===== config.mk =====
export PLATFORM = sky130hd
export DESIGN_NAME = sitad_serializer
export DESIGN_NICKNAME = d
export VERILOG_FILES = /design/src/rtl/sitad_pkg.sv /design/src/rtl/sitad_serializer.sv
export SDC_FILE = /design/constraint.sdc
export NUM_CORES = 1
export LEC_CHECK = 0
export BUFFER_PORTS_ARGS = -buffer_cell sky130_fd_sc_hd__clkbuf_2
export CORE_ASPECT_RATIO = 1.25
export CORE_MARGIN = 8
export CORE_UTILIZATION = 40
export CTS_CLUSTER_DIAMETER = 100
export CTS_CLUSTER_SIZE = 40
export DETAILED_ROUTE_END_ITERATION = 12
export PLACE_DENSITY_LB_ADDON = 0.08
export SYNTH_ARGS = -nofsm -noshare
export SYNTH_HDL_FRONTEND = slang
export SYNTH_SLANG_ARGS = --single-unit

===== constraint.sdc =====
create_clock -name aclk -period 5.1 [get_ports aclk]
set_clock_uncertainty 0.2 [all_clocks]
set_input_delay 1.02 -clock aclk [delete_from_list [all_inputs] [get_ports aclk]]
set_output_delay 1.02 -clock aclk [all_outputs]
set_load 0.01 [all_outputs]

===== src/rtl/sitad_pkg.sv =====
// Package for the signed integer to decimal ASCII core.
// Shared constants and the item struct passed between pipeline stages; no dependencies.
package sitad_pkg;

    localparam int unsigned ValueWidth = 32;
    localparam int unsigned NumDigits  = 10;
    localparam int unsigned DigitWidth = 4;
    localparam int unsigned CountWidth = $clog2(NumDigits + 1);
    localparam int unsigned IdxWidth   = $clog2(NumDigits);
    localparam int unsigned CharWidth  = 8;

    localparam logic [CharWidth-1:0] CharZero  = 8'd48;
    localparam logic [CharWidth-1:0] CharMinus = 8'd45;

    // floor(x / 10) == (x * DivMagic) >> DivShift for every 32-bit unsigned x
    localparam logic [ValueWidth-1:0] DivMagic = 32'hCCCC_CCCD;
    localparam int unsigned           DivShift = 35;

    typedef logic [NumDigits-1:0][DigitWidth-1:0] digit_vec_t;

    // Work item: sign, remaining magnitude, digits collected so far (LS digit ends at index 0)
    typedef struct packed {
        logic                  neg;
        logic [ValueWidth-1:0] mag;
        digit_vec_t            digits;
        logic [CountWidth-1:0] ndig;
    } item_t;

endpackage


===== src/rtl/sitad_serializer.sv =====
// Output serialiser: holds one converted number and emits sign then digits, one per beat.
// Depends on sitad_pkg.
module sitad_serializer (
    input  logic                            aclk,
    input  logic                            aresetn,
    input  logic                            in_valid,
    output logic                            in_ready,
    input  sitad_pkg::item_t                in_item,
    output logic                            m_valid,
    input  logic                            m_ready,
    output logic [sitad_pkg::CharWidth-1:0] m_char_code,
    output logic                            m_last_char
);
    import sitad_pkg::*;

    logic                busy_reg;
    logic                busy_next;
    logic                sign_reg;
    logic                sign_next;
    logic [IdxWidth-1:0] idx_reg;
    logic [IdxWidth-1:0] idx_next;
    digit_vec_t          digits_reg;
    logic                beat_done;
    logic                run_done;
    logic                load;

    assign beat_done = busy_reg && m_ready;
    assign run_done  = beat_done && !sign_reg && (idx_reg == '0);
    assign in_ready  = !busy_reg || run_done;
    assign load      = in_ready && in_valid;

    always_comb begin
        busy_next = busy_reg;
        sign_next = sign_reg;
        idx_next  = idx_reg;
        if (load) begin
            busy_next = 1'b1;
            sign_next = in_item.neg;
            idx_next  = IdxWidth'(in_item.ndig - CountWidth'(1));
        end else if (run_done) begin
            busy_next = 1'b0;
        end else if (beat_done) begin
            if (sign_reg) begin
                sign_next = 1'b0;
            end else begin
                idx_next = idx_reg - IdxWidth'(1);
            end
        end
    end

    always_ff @(posedge aclk) begin
        if (!aresetn) begin
            busy_reg <= 1'b0;
            sign_reg <= 1'b0;
            idx_reg  <= '0;
        end else begin
            busy_reg <= busy_next;
            sign_reg <= sign_next;
            idx_reg  <= idx_next;
        end
    end

    always_ff @(posedge aclk) begin
        if (load) begin
            digits_reg <= in_item.digits;
        end
    end

    always_comb begin
        if (sign_reg) begin
            m_char_code = CharMinus;
            m_last_char = 1'b0;
        end else begin
            m_char_code = CharZero + {{(CharWidth-DigitWidth){1'b0}}, digits_reg[idx_reg]};
            m_last_char = (idx_reg == '0);
        end
    end

    assign m_valid = busy_reg;

endmodule


==> key figures <==
Power
  • Clock Power Share: 0.287
  • Register share of total power: 0.532
  • Int Power: around 0.7 mW
  • Gate power share: 0.180
  • Pwr Density: approximately 370 mW/mm^2
  • Pleak: just under 1 nW
  • Switching share of power: 0.247
  • Psw: roughly 0.22 mW
  • Peak supply drop: roughly 0.22 mV

STA
  • RSZ-0062 raised after global routing: false
  • F_max: between 200 and 300 MHz
  • Slew @ Worst Pin: between 0.8 and 0.9 ns
  • Final min period: between 3 and 4 ns
  • Max-slew headroom: 0.430
  • Final setup fails: 0
  • Fin crit share: 0.733
  • Final worst slack: around 1.4 ns
  • Final Max Slew Viols: 0
  • TNS Setup: 0 ns
  • Final Hold Viols: 0

Global route
  • First-pass GRT wire length: 6.53 mm
  • GR Overflow Total: 0
  • Pin count of the biggest net entering global routing: 23
  • Vias in the first global route: about 1400
  • Antenna violations before repair: 0
  • GRT Overall Usage: 0.112

Clocking
  • CTS max path bufs: 2
  • Clock latency on the worst-skew pair: 0.29 ns
  • Post-cts resize count: 0
  • Clk pin slew, worst setup/hold paths: 0.09 ns
  • CTS tree: yes
  • Clock sinks: between 40 and 50
  • Hold_buf cts: 0
  • Total CTS buffers: 5
  • H-tree depth: 2
  • Post-CTS setup buffers: 0
  • Root buf cell: clkbuf_8

Synthesis
  • Most frequent cell after synthesis: edfxtp_1
  • Yosys top cell area share: 0.597
  • Largest cells by area after synthesis: edfxtp_1 (60%), mux4_1 (7.8%), dfxtp_1 (6.0%), mux2_2 (2.2%), mux4_2 (2.2%)
  • Cell taking the most area after synthesis: edfxtp_1
  • Count of state elements after synthesis: 46
  • Seq/Total Area, Yosys: 0.657
  • Syn Inst Count: roughly 130
  • Top cells by count, synth: edfxtp_1 (40), nand2_1 (7), nand3_1 (7)
  • EDFF count, synth: 40
  • Syn_area_per_cell: ~16 sq um
  • Synth Flop Type: edfxtp_1
  • Async SR Flop Fraction: 0
  • Post-synthesis cell area: roughly 0.0020 sq mm
  • Synth warn: 0
  • Number of distinct library cells after synthesis: 37

Route
  • Antenna Nets Post-Route: 0
  • Pre-Repair DR Iteration Count: 4
  • Via/cell ratio: roughly 5.2
  • 1st-iter DRT viols: between 100 and 150
  • Post-Route WL: 3.99 mm
  • DR WL/cell: around 16 um
  • Total number of vias: about 1300
  • Remaining DRCs: 0

Placed design
  • Port bufs: 56
  • HPWL after DPL: 2.98 mm
  • Placement Cell Area: 0.00233 sq mm
  • Setup WS pre-CTS: approximately 1.6 ns
  • GPL Wtd Cong: 0.863

Cells and area
  • Proportion of layout cells with a drive suffix above 1: 0.387
  • Post-Route Utilization: 0.490
  • Fill cells: between 400 and 500
  • Max FFs per register: 40
  • Antenna cell count: 0
  • Nets: between 200 and 300
  • Area added between synthesis and finish: 21.1%
  • Design Area, Final: around 0.0024 sq mm

Floorplanning
  • Die area: 0.00757 sq mm
  • Rows: 29
  • Core area: 0.00497 sq mm
  • Die height: between 90 and 100 um
  • Die W: between 70 and 80 um
  • IO Pins: between 90 and 100
  • Starting Density: 0.405

Critical path
  • Critical path class: register to primary output
  • Worst path arrival time: ~2.5 ns
  • Data required time of the worst path: 3.88 ns
  • Setup crit start kind: register
  • Endpoint class of the critical path: primary output
  • Crit-path max FO: 18

Run status
  • Outcome: completed

Min path
  • Hold WC Path Type: register to register

Flow run
  • Max-Cap Viols: 0
[final cells by class]
| type | count | area [sq um] | share of cell area |
|---|---|---|---|
| clock inverters | 1 | 30.0 | 0.0123 |
| well taps | 62 | 77.6 | 0.0318 |
| flip-flops and latches | 46 | 1320 | 0.542 |
| multi-input cells | 70 | 621 | 0.255 |
| inverters | 4 | 15.0 | 0.00616 |
| clock buffers | 7 | 76.3 | 0.0313 |
| repair buffers | 58 | 295 | 0.121 |
[critical path: stages, from the launching register on]
cell and delay [ns]:
dfxtp_1 0.89, mux4_1 0.63, nor2b_1 0.14, a211oi_1 0.31, a211oi_1 0.09, clkbuf_2 0.15
[metal layers]
layer / vias to the layer above / share of wire / global-route usage
met3: 8 / 0.082 / 0.0443
met4: 0 / 0.021 / 0.0604
met2: 59 / 0.47 / 0.170
met1: 599 / 0.42 / 0.132
li1: 613 / - / -
met5: - / 0 / 0
[cells by family (layout without fill, tap and decap cells)]
family / count (synthesis) / after routing / synth area share
flip-flops: 46 / 46 / 0.657
AND/OR/NAND/NOR: 27 / 27 / 0.0672
AO/OA/AOI/OAI: 23 / 23 / 0.0877
multiplexers: 14 / 14 / 0.133
buffers and inverters: 14 / 70 / 0.0367
other: 2 / 3 / 0.00373
XOR/XNOR: 2 / 2 / 0.00871
adder cells (fa/ha/maj): 1 / 1 / 0.00622
[through the flow]
stage / std cells / hold slack [ns] / total power [mW]
6_report: 248 / 0.325 / 0.906
5_1_grt: 248 / 0.364 / 0.955
4_1_cts: 248 / 0.326 / 0.924
3_5_place_dp: 240 / 0.310 / 0.659
3_3_place_gp: 240 / 0.301 / 0.654
2_1_floorplan: 130 / 0.281 / 0.598
[layout by cell type, fill, tap and decap left out, types with 5 or more instances in the layout]
cell type / instances
clkbuf_2: 56
nand2_1: 7
edfxtp_1: 40
mux4_1: 6
clkbuf_8: 5
nand3_1: 7
dfxtp_1: 6
[power groups by stage]
| stage | registers [mW] | logic, mW | clock network (mW) |
|---|---|---|---|
| 6_report | 0.482 | 0.163 | 0.261 |
| 5_1_grt | 0.489 | 0.184 | 0.282 |
| 4_1_cts | 0.484 | 0.167 | 0.273 |
| 3_5_place_dp | 0.493 | 0.166 | 0 |
| 3_3_place_gp | 0.490 | 0.164 | 0 |
| 2_1_floorplan | 0.469 | 0.130 | 0 |
[final timing paths]
check | startpoint | endpoint | slack [ns] | cells after the start
setup / recovery | idx_reg[0]$_SDFFE_PN0P_ | m_char_code[1] | 1.36 | 5
hold / removal | sign_reg$_SDFFE_PN0P_ | sign_reg$_SDFFE_PN0P_ | 0.32 | 2
setup reg to reg | idx_reg[0]$_SDFFE_PN0P_ | idx_reg[2]$_SDFFE_PN0P_ | 1.93 | 9
hold reg to reg | sign_reg$_SDFFE_PN0P_ | sign_reg$_SDFFE_PN0P_ | 0.32 | 2
No activity file was read; power rests on OpenSTA's default activity.
