$ cat src/rtl/sitad_pkg.sv
// Package for the signed integer to decimal ASCII core.
// Shared constants and the item struct passed between pipeline stages; no dependencies.
package sitad_pkg;

    localparam int unsigned ValueWidth = 32;
    localparam int unsigned NumDigits  = 10;
    localparam int unsigned DigitWidth = 4;
    localparam int unsigned CountWidth = $clog2(NumDigits + 1);
    localparam int unsigned IdxWidth   = $clog2(NumDigits);
    localparam int unsigned CharWidth  = 8;

    localparam logic [CharWidth-1:0] CharZero  = 8'd48;
    localparam logic [CharWidth-1:0] CharMinus = 8'd45;

    // floor(x / 10) == (x * DivMagic) >> DivShift for every 32-bit unsigned x
    localparam logic [ValueWidth-1:0] DivMagic = 32'hCCCC_CCCD;
    localparam int unsigned           DivShift = 35;

    typedef logic [NumDigits-1:0][DigitWidth-1:0] digit_vec_t;

    // Work item: sign, remaining magnitude, digits collected so far (LS digit ends at index 0)
    typedef struct packed {
        logic                  neg;
        logic [ValueWidth-1:0] mag;
        digit_vec_t            digits;
        logic [CountWidth-1:0] ndig;
    } item_t;

endpackage

$ cat src/rtl/sitad_input_stage.sv
// Input register stage: splits the two's complement value into sign and magnitude.
// Depends on sitad_pkg.
module sitad_input_stage (
    input  logic                            aclk,
    input  logic                            aresetn,
    input  logic                            in_valid,
    output logic                            in_ready,
    input  logic [sitad_pkg::ValueWidth-1:0] in_value,
    output logic                            out_valid,
    input  logic                            out_ready,
    output sitad_pkg::item_t                out_item
);
    import sitad_pkg::*;

    logic  valid_reg;
    item_t item_reg;
    item_t item_next;

    assign in_ready = !valid_reg || out_ready;

    always_comb begin
        item_next        = '0;
        item_next.neg    = in_value[ValueWidth-1];
        // 0 - x is exact for the most negative value in unsigned arithmetic
        item_next.mag    = in_value[ValueWidth-1] ? (ValueWidth'(0) - in_value) : in_value;
        item_next.digits = '0;
        item_next.ndig   = '0;
    end

    always_ff @(posedge aclk) begin
        if (!aresetn) begin
            valid_reg <= 1'b0;
        end else if (in_ready) begin
            valid_reg <= in_valid;
        end
    end

    always_ff @(posedge aclk) begin
        if (in_ready && in_valid) begin
            item_reg <= item_next;
        end
    end

    assign out_valid = valid_reg;
    assign out_item  = item_reg;

endmodule

$ cat config.mk
export PLATFORM = sky130hd
export DESIGN_NAME = sitad_input_stage
export DESIGN_NICKNAME = d
export VERILOG_FILES = /design/src/rtl/sitad_pkg.sv /design/src/rtl/sitad_input_stage.sv
export SDC_FILE = /design/constraint.sdc
export NUM_CORES = 1
export LEC_CHECK = 0
export BUFFER_PORTS_ARGS = -buffer_cell sky130_fd_sc_hd__buf_2
export CORE_UTILIZATION = 45
export DETAILED_ROUTE_END_ITERATION = 8
export GPL_TIMING_DRIVEN = 1
export PLACE_DENSITY_LB_ADDON = 0.25
export SLEW_MARGIN = 30
export SYNTH_ARGS = -nofsm -noshare
export SYNTH_HDL_FRONTEND = slang
export SYNTH_SLANG_ARGS = --single-unit
$ cat constraint.sdc
create_clock -name aclk -period 2 [get_ports aclk]
set_input_delay 0.3 -clock aclk [delete_from_list [all_inputs] [get_ports aclk]]
set_output_delay 0.3 -clock aclk [all_outputs]
set_load 0.01 [all_outputs]
==> impl_metrics.csv, run 1 <==
group,metric,value,unit
power,power.density,681,nW/µm²
placed_design,finalWeightedCongestion,0.725,
floorplan,start_util,0.478,
worst_setup_path,r2r_slack,0.73,ns
timing,slew_violations,0,
placed_design,placed_area,2410,µm²
clock_network,cts_root_buf,"clkbuf_8",
floorplan,rows,24,
cells_and_area,n_fill_cell,409,
power,ir_worst_vdd,0.000329,V
clock_network,hold_buffers,0,
clock_network,cts.path.max_buffers,2,
floorplan,die_h,70.9,µm
power,total_power,1.70,mW
clock_network,cts_buffers,5,
synthesis,yosysWarnings,0,
global_route,grt.total_usage,0.160,
drt,wl_per_cell,12.5,µm
cells_and_area,n_antenna_cell,0,
global_route,antenna_found_initial,0,
floorplan,ios,115,
min_path,hold_end,"out_item[44]$_DFFE_PP_",
timing,fin_skew,0.00634,ns
clock_network,clock_latency,0.28,ns
floorplan,coreArea,4470,µm²
worst_setup_path,r2r_start,"out_valid$_SDFFE_PN0N_",
min_path,min_from,"in_value[0]",
clock_network,postCtsSetupBuffers,0,
synthesis,synth.largest_area_cell,"edfxtp_1",
min_path,hold_path_depth,1,
synthesis,synth_cell_types,31,
placed_design,hpwl,2840,µm
synthesis,synth.area.top_cells,"edfxtp_1, buf_4, xnor2_1, o41ai_2, o31ai_1",
drt,dr.pass1.iters,9,
run_status,violations,"design-rule violations",
worst_setup_path,worstSetupEndpointType,"flop",
global_route,grt_max_degree,34,
timing,fmax,603,MHz
synthesis,yosysSeqAreaShare,0.473,
synthesis,syn_inst,180,
global_route,grt_first_pass_wirelength,6040,µm
clock_network,htree_num_levels,2,
timing,finalHoldViolCount,0,
timing,setup_violations,0,
cells_and_area,syn_to_final_growth,17.0,%
drt,ant_nets,0,
clock_network,path_clk_slew,0.07,ns
worst_setup_path,cp.required,2.03,ns
min_path,min-delay-path-class,"primary input to flop",
worst_setup_path,arrival,1.68,ns
worst_setup_path,crit_path_max_fanout,6,
job,drv_cap,0,
timing,hold_slack,0.247,ns
global_route,grt_pass1_vias,1275,
global_route,gr-total-overflow,0,
synthesis,yosys_register_bits,34,
floorplan,die_area,5030,µm²
drt,wl,3880,µm
clock_network,cts_tree,"built",
placed_design,placedCellCount,303,
cells_and_area,final_layout_size_suffix_gt1_frac,0.359,
synthesis,yosysTopAreaCellShare,0.463,
worst_setup_path,path_class,"primary input to flop",
drt,drc,10,
worst_setup_path,rr_worst_depth,3,
run_status,outcome,"complete, but fails checks",
worst_setup_path,cp-start-kind,"primary input",
drt,route.vias.total,1453,
cells_and_area,nets,296,
power,p_leak,1.03,nW
timing,period_share,0.829,
cells_and_area,fin_area,2500,µm²
worst_setup_path,r2r-end,"out_item[61]$_DFFE_PP_",
timing,min_period,1.66,ns
clock_network,cts_sinks,34,
drt,drt_iter0_drc,92,
placed_design,port_buffers,70,
timing,rsz0062_at_grt,"no",
synthesis,synth_area,2140,µm²
cells_and_area,instances_no_fill,311,
floorplan,die_x,70.9,µm
drt,vias_per_cell,4.67,
clock_network,cts_resized,0,
synthesis,syn_avg_cell_area,11.9,µm²
synth_stat cells, drive strengths merged:
| library cell | number |
|---|---|
| buf | 46 |
| edfxtp | 33 |
| xnor2 | 29 |
| nand2 | 12 |
| o31ai | 11 |
| o21ai | 8 |
| o41ai | 7 |
| nor2 | 5 |
| nor4 | 5 |
| inv | 3 |
| nand4 | 3 |
| ha | 2 |
| nand2b | 2 |
| nor3 | 2 |
| or3 | 2 |
| or4 | 2 |
| a21boi | 1 |
| and2 | 1 |
| clkbuf | 1 |
| conb | 1 |
| dfxtp | 1 |
| nand3 | 1 |
| nand3b | 1 |
| or4b | 1 |
cell type report:
class	count	area [µm²]	share of cell area
flip-flops and latches	34	1010	0.404
multi-input cells	139	936	0.374
clock buffers	8	90.1	0.0360
repair buffers	75	388	0.155
well taps	52	65.1	0.0260
inverters	3	11.3	0.00450
metrics by stage:
stage               setup slack (ns)  setup TNS, ns  utilization
finish                         0.343              0        0.559
global route                   0.175              0        0.559
CTS                            0.293              0        0.559
detailed placement           -0.0201        -0.0201        0.539
global placement              0.0574              0        0.539
floorplan                      0.283              0            -
worst max-delay path, cell delays in order:
cell	delay, ns
buf_2	0.12
nor4_4	0.47
nand4_1	0.33
o31ai_1	0.35
xnor2_1	0.11
layer usage:
layer  wire length [µm]  part of all wire  global-route usage
met4                 66             0.017              0.0667
met5                  0                 0                   0
met1               1740              0.45               0.215
met2               1810              0.47               0.249
met3                270             0.070              0.0399
how the worst max path moves through the flow:
stage	from	endpoint	slack (ns)	cells after the start
floorplan	out_valid$_SDFFE_PN0N_	out_item[44]$_DFFE_PP_	0.28	2
global placement	in_value[5]	out_item[72]$_DFFE_PP_	0.06	5
detailed placement	in_value[5]	out_item[66]$_DFFE_PP_	-0.02	5
CTS	in_value[5]	out_item[66]$_DFFE_PP_	0.29	5
global route	in_value[5]	out_item[68]$_DFFE_PP_	0.17	5
finish	in_value[5]	out_item[66]$_DFFE_PP_	0.34	5
cell families (layout without fill, tap and decap cells):
group / Yosys count / after routing / synth area share
simple gates: 37 / 37 / 0.117
flops: 34 / 34 / 0.473
buf+inv: 50 / 86 / 0.165
xor+xnor: 29 / 29 / 0.119
compound gates: 27 / 27 / 0.113
fa+ha+maj: 2 / 2 / 0.0117
other cells: 1 / 44 / 0.00175
layout by cell type, fill, tap and decap left out, drive strengths merged, types with 5 or more instances in the layout:
master | netlist | routed
edfxtp | 33 | 33
xnor2 | 29 | 29
nor2 | 5 | 5
clkbuf | 1 | 8
o21ai | 8 | 8
nand2 | 12 | 12
nor4 | 5 | 5
o41ai | 7 | 7
conb | 1 | 44
buf | 46 | 75
o31ai | 11 | 11
state kept, by name (all words and copies together) (netlist names):
name,count
out_item,33
out_valid,1
report_power, final:
group	switching [mW]	leakage (nW)	internal, mW	total (mW)
combinational	0.196	0.657	0.126	0.322
clock	0.233	0.0455	0.281	0.514
sequential	0.0126	0.328	0.855	0.868
No activity file was read; power rests on OpenSTA's default activity.
==> inputs of run 2 (changes only) <==
clock period = 1.6 ns   (was 2 ns; I/O delays follow)
==> impl_metrics.csv, run 2 (synthesized netlist as in run 1, its figures left out) <==
group,metric,value,unit
run_status,outcome,"complete, but fails checks",
run_status,violations,"design-rule violations",
timing,period_share,0.948,
clock_network,cts_buffers,5,
clock_network,cts_sinks,34,
floorplan,die_area,5030,µm²
clock_network,cts_tree,"built",
worst_setup_path,arrival,1.54,ns
drt,drc,14,
floorplan,ios,115,
drt,ant_nets,0,
clock_network,cts.path.max_buffers,2,
worst_setup_path,path_class,"primary input to flop",
placed_design,placedCellCount,330,
floorplan,start_util,0.478,
timing,slew_violations,0,
timing,slew_headroom,0.483,
cells_and_area,n_fill_cell,384,
clock_network,cts_root_buf,"clkbuf_8",
worst_setup_path,path_cells,"buf_2 -> nor4_1 -> buf_4 -> nand3_1 -> o41ai_2 -> xnor2_1",
clock_network,path_clk_slew,0.07,ns
worst_setup_path,cp-start-kind,"primary input",
cells_and_area,syn_to_final_growth,28.0,%
drt,wl_per_cell,11.6,µm
drt,vias_per_cell,4.55,
cells_and_area,fin_area,2740,µm²
drt,route.vias.total,1537,
timing,setup_violations,0,
cells_and_area,final_layout_size_suffix_gt1_frac,0.430,
worst_setup_path,cp.required,1.62,ns
cells_and_area,largest_register_ff_count,33,
worst_setup_path,worstSetupEndpointType,"flop",
placed_design,port_buffers,70,
timing,rsz0062_at_grt,"yes",
drt,wl,3930,µm
power,p_leak,1.18,nW
job,drv_cap,0,
timing,min_period,1.52,ns
worst_setup_path,slowest_delay,0.41,ns
placed_design,placed_area,2630,µm²
floorplan,rows,24,
drt,dr.pass1.iters,8,
clock_network,cts_resized,0,
timing,hold_slack,0.180,ns
worst_setup_path,crit_slowest_cell,"o41ai_2",
worst_setup_path,crit_buf_inv,2,
placed_design,finalWeightedCongestion,0.722,
worst_setup_path,critPathTopFamily,"simple AND/OR/NAND/NOR gates",
clock_network,clock_latency,0.28,ns
power,total_power,2.29,mW
floorplan,die_x,70.9,µm
placed_design,hpwl,3000,µm
timing,worstMarginPinSlew,0.776,ns
global_route,grt_pass1_vias,1366,
power,power.density,838,nW/µm²
cells_and_area,instances_no_fill,338,
worst_setup_path,crit_path_max_fanout,6,
cells_and_area,final_common_cell,"buf_2",
clock_network,htree_num_levels,2,
global_route,gr-total-overflow,0,
global_route,grt_max_degree,34,
cells_and_area,final_cell_mix,"buf_2, conb_1, edfxtp_1",
global_route,grt.total_usage,0.161,
drt,drt_iter0_drc,107,
power,ir_worst_vdd,0.000368,V
floorplan,die_h,70.9,µm
cells_and_area,nets,323,
floorplan,coreArea,4470,µm²
timing,finalHoldViolCount,0,
global_route,grt_first_pass_wirelength,6230,µm
cells_and_area,n_antenna_cell,0,
timing,fmax,659,MHz
global_route,antenna_found_initial,0,
clock_network,hold_buffers,0,
timing,fin_skew,0.00622,ns
clock_network,postCtsSetupBuffers,0,
min_path,min-delay-path-class,"primary input to flop",
## run 2: final cells by class
cell class | count | area [µm²] | area share
clock buffer | 5 | 68.8 | 0.0251
clock inverter | 3 | 40.0 | 0.0146
sequential | 34 | 1010 | 0.369
multi-input combinational | 139 | 937 | 0.342
inverter | 3 | 11.3 | 0.00412
tap | 52 | 65.1 | 0.0238
timing repair buffer | 102 | 603 | 0.220
## run 2: worst paths after layout
path | start | endpoint | slack [ns] | cells after the start
setup / recovery | in_value[15] | out_item[74]$_DFFE_PP_ | 0.08 | 6
hold / removal | in_value[0] | out_item[44]$_DFFE_PP_ | 0.18 | 1
setup reg to reg | out_valid$_SDFFE_PN0N_ | out_item[64]$_DFFE_PP_ | 0.16 | 2
hold reg to reg | out_valid$_SDFFE_PN0N_ | out_valid$_SDFFE_PN0N_ | 0.52 | 2
## run 2: per-layer routing
| metal | vias up | share of wire | GRT usage |
|---|---|---|---|
| met5 | - | 0 | 0 |
| met3 | 2 | 0.088 | 0.0385 |
| met4 | 0 | 0.0087 | 0.0600 |
| met2 | 90 | 0.45 | 0.250 |
| met1 | 674 | 0.46 | 0.221 |
| li1 | 771 | - | - |
## run 2: through the flow
| stage | TNS (ns) | util | worst slack [ns] |
|---|---|---|---|
| after detailed placement | -2.85 | 0.587 | -0.207 |
| after CTS | 0 | 0.612 | 0.0854 |
| after global placement | -2.34 | 0.587 | -0.186 |
| final | 0 | 0.612 | 0.0834 |
| after floorplan | 0 | - | 0.0404 |
| after global routing | -0.00280 | 0.612 | -0.00280 |
## run 2: where the power goes
| group | leakage (nW) | switching [mW] | internal (mW) |
|---|---|---|---|
| clock network | 0.0579 | 0.303 | 0.458 |
| logic | 0.793 | 0.254 | 0.196 |
| registers | 0.328 | 0.0141 | 1.07 |
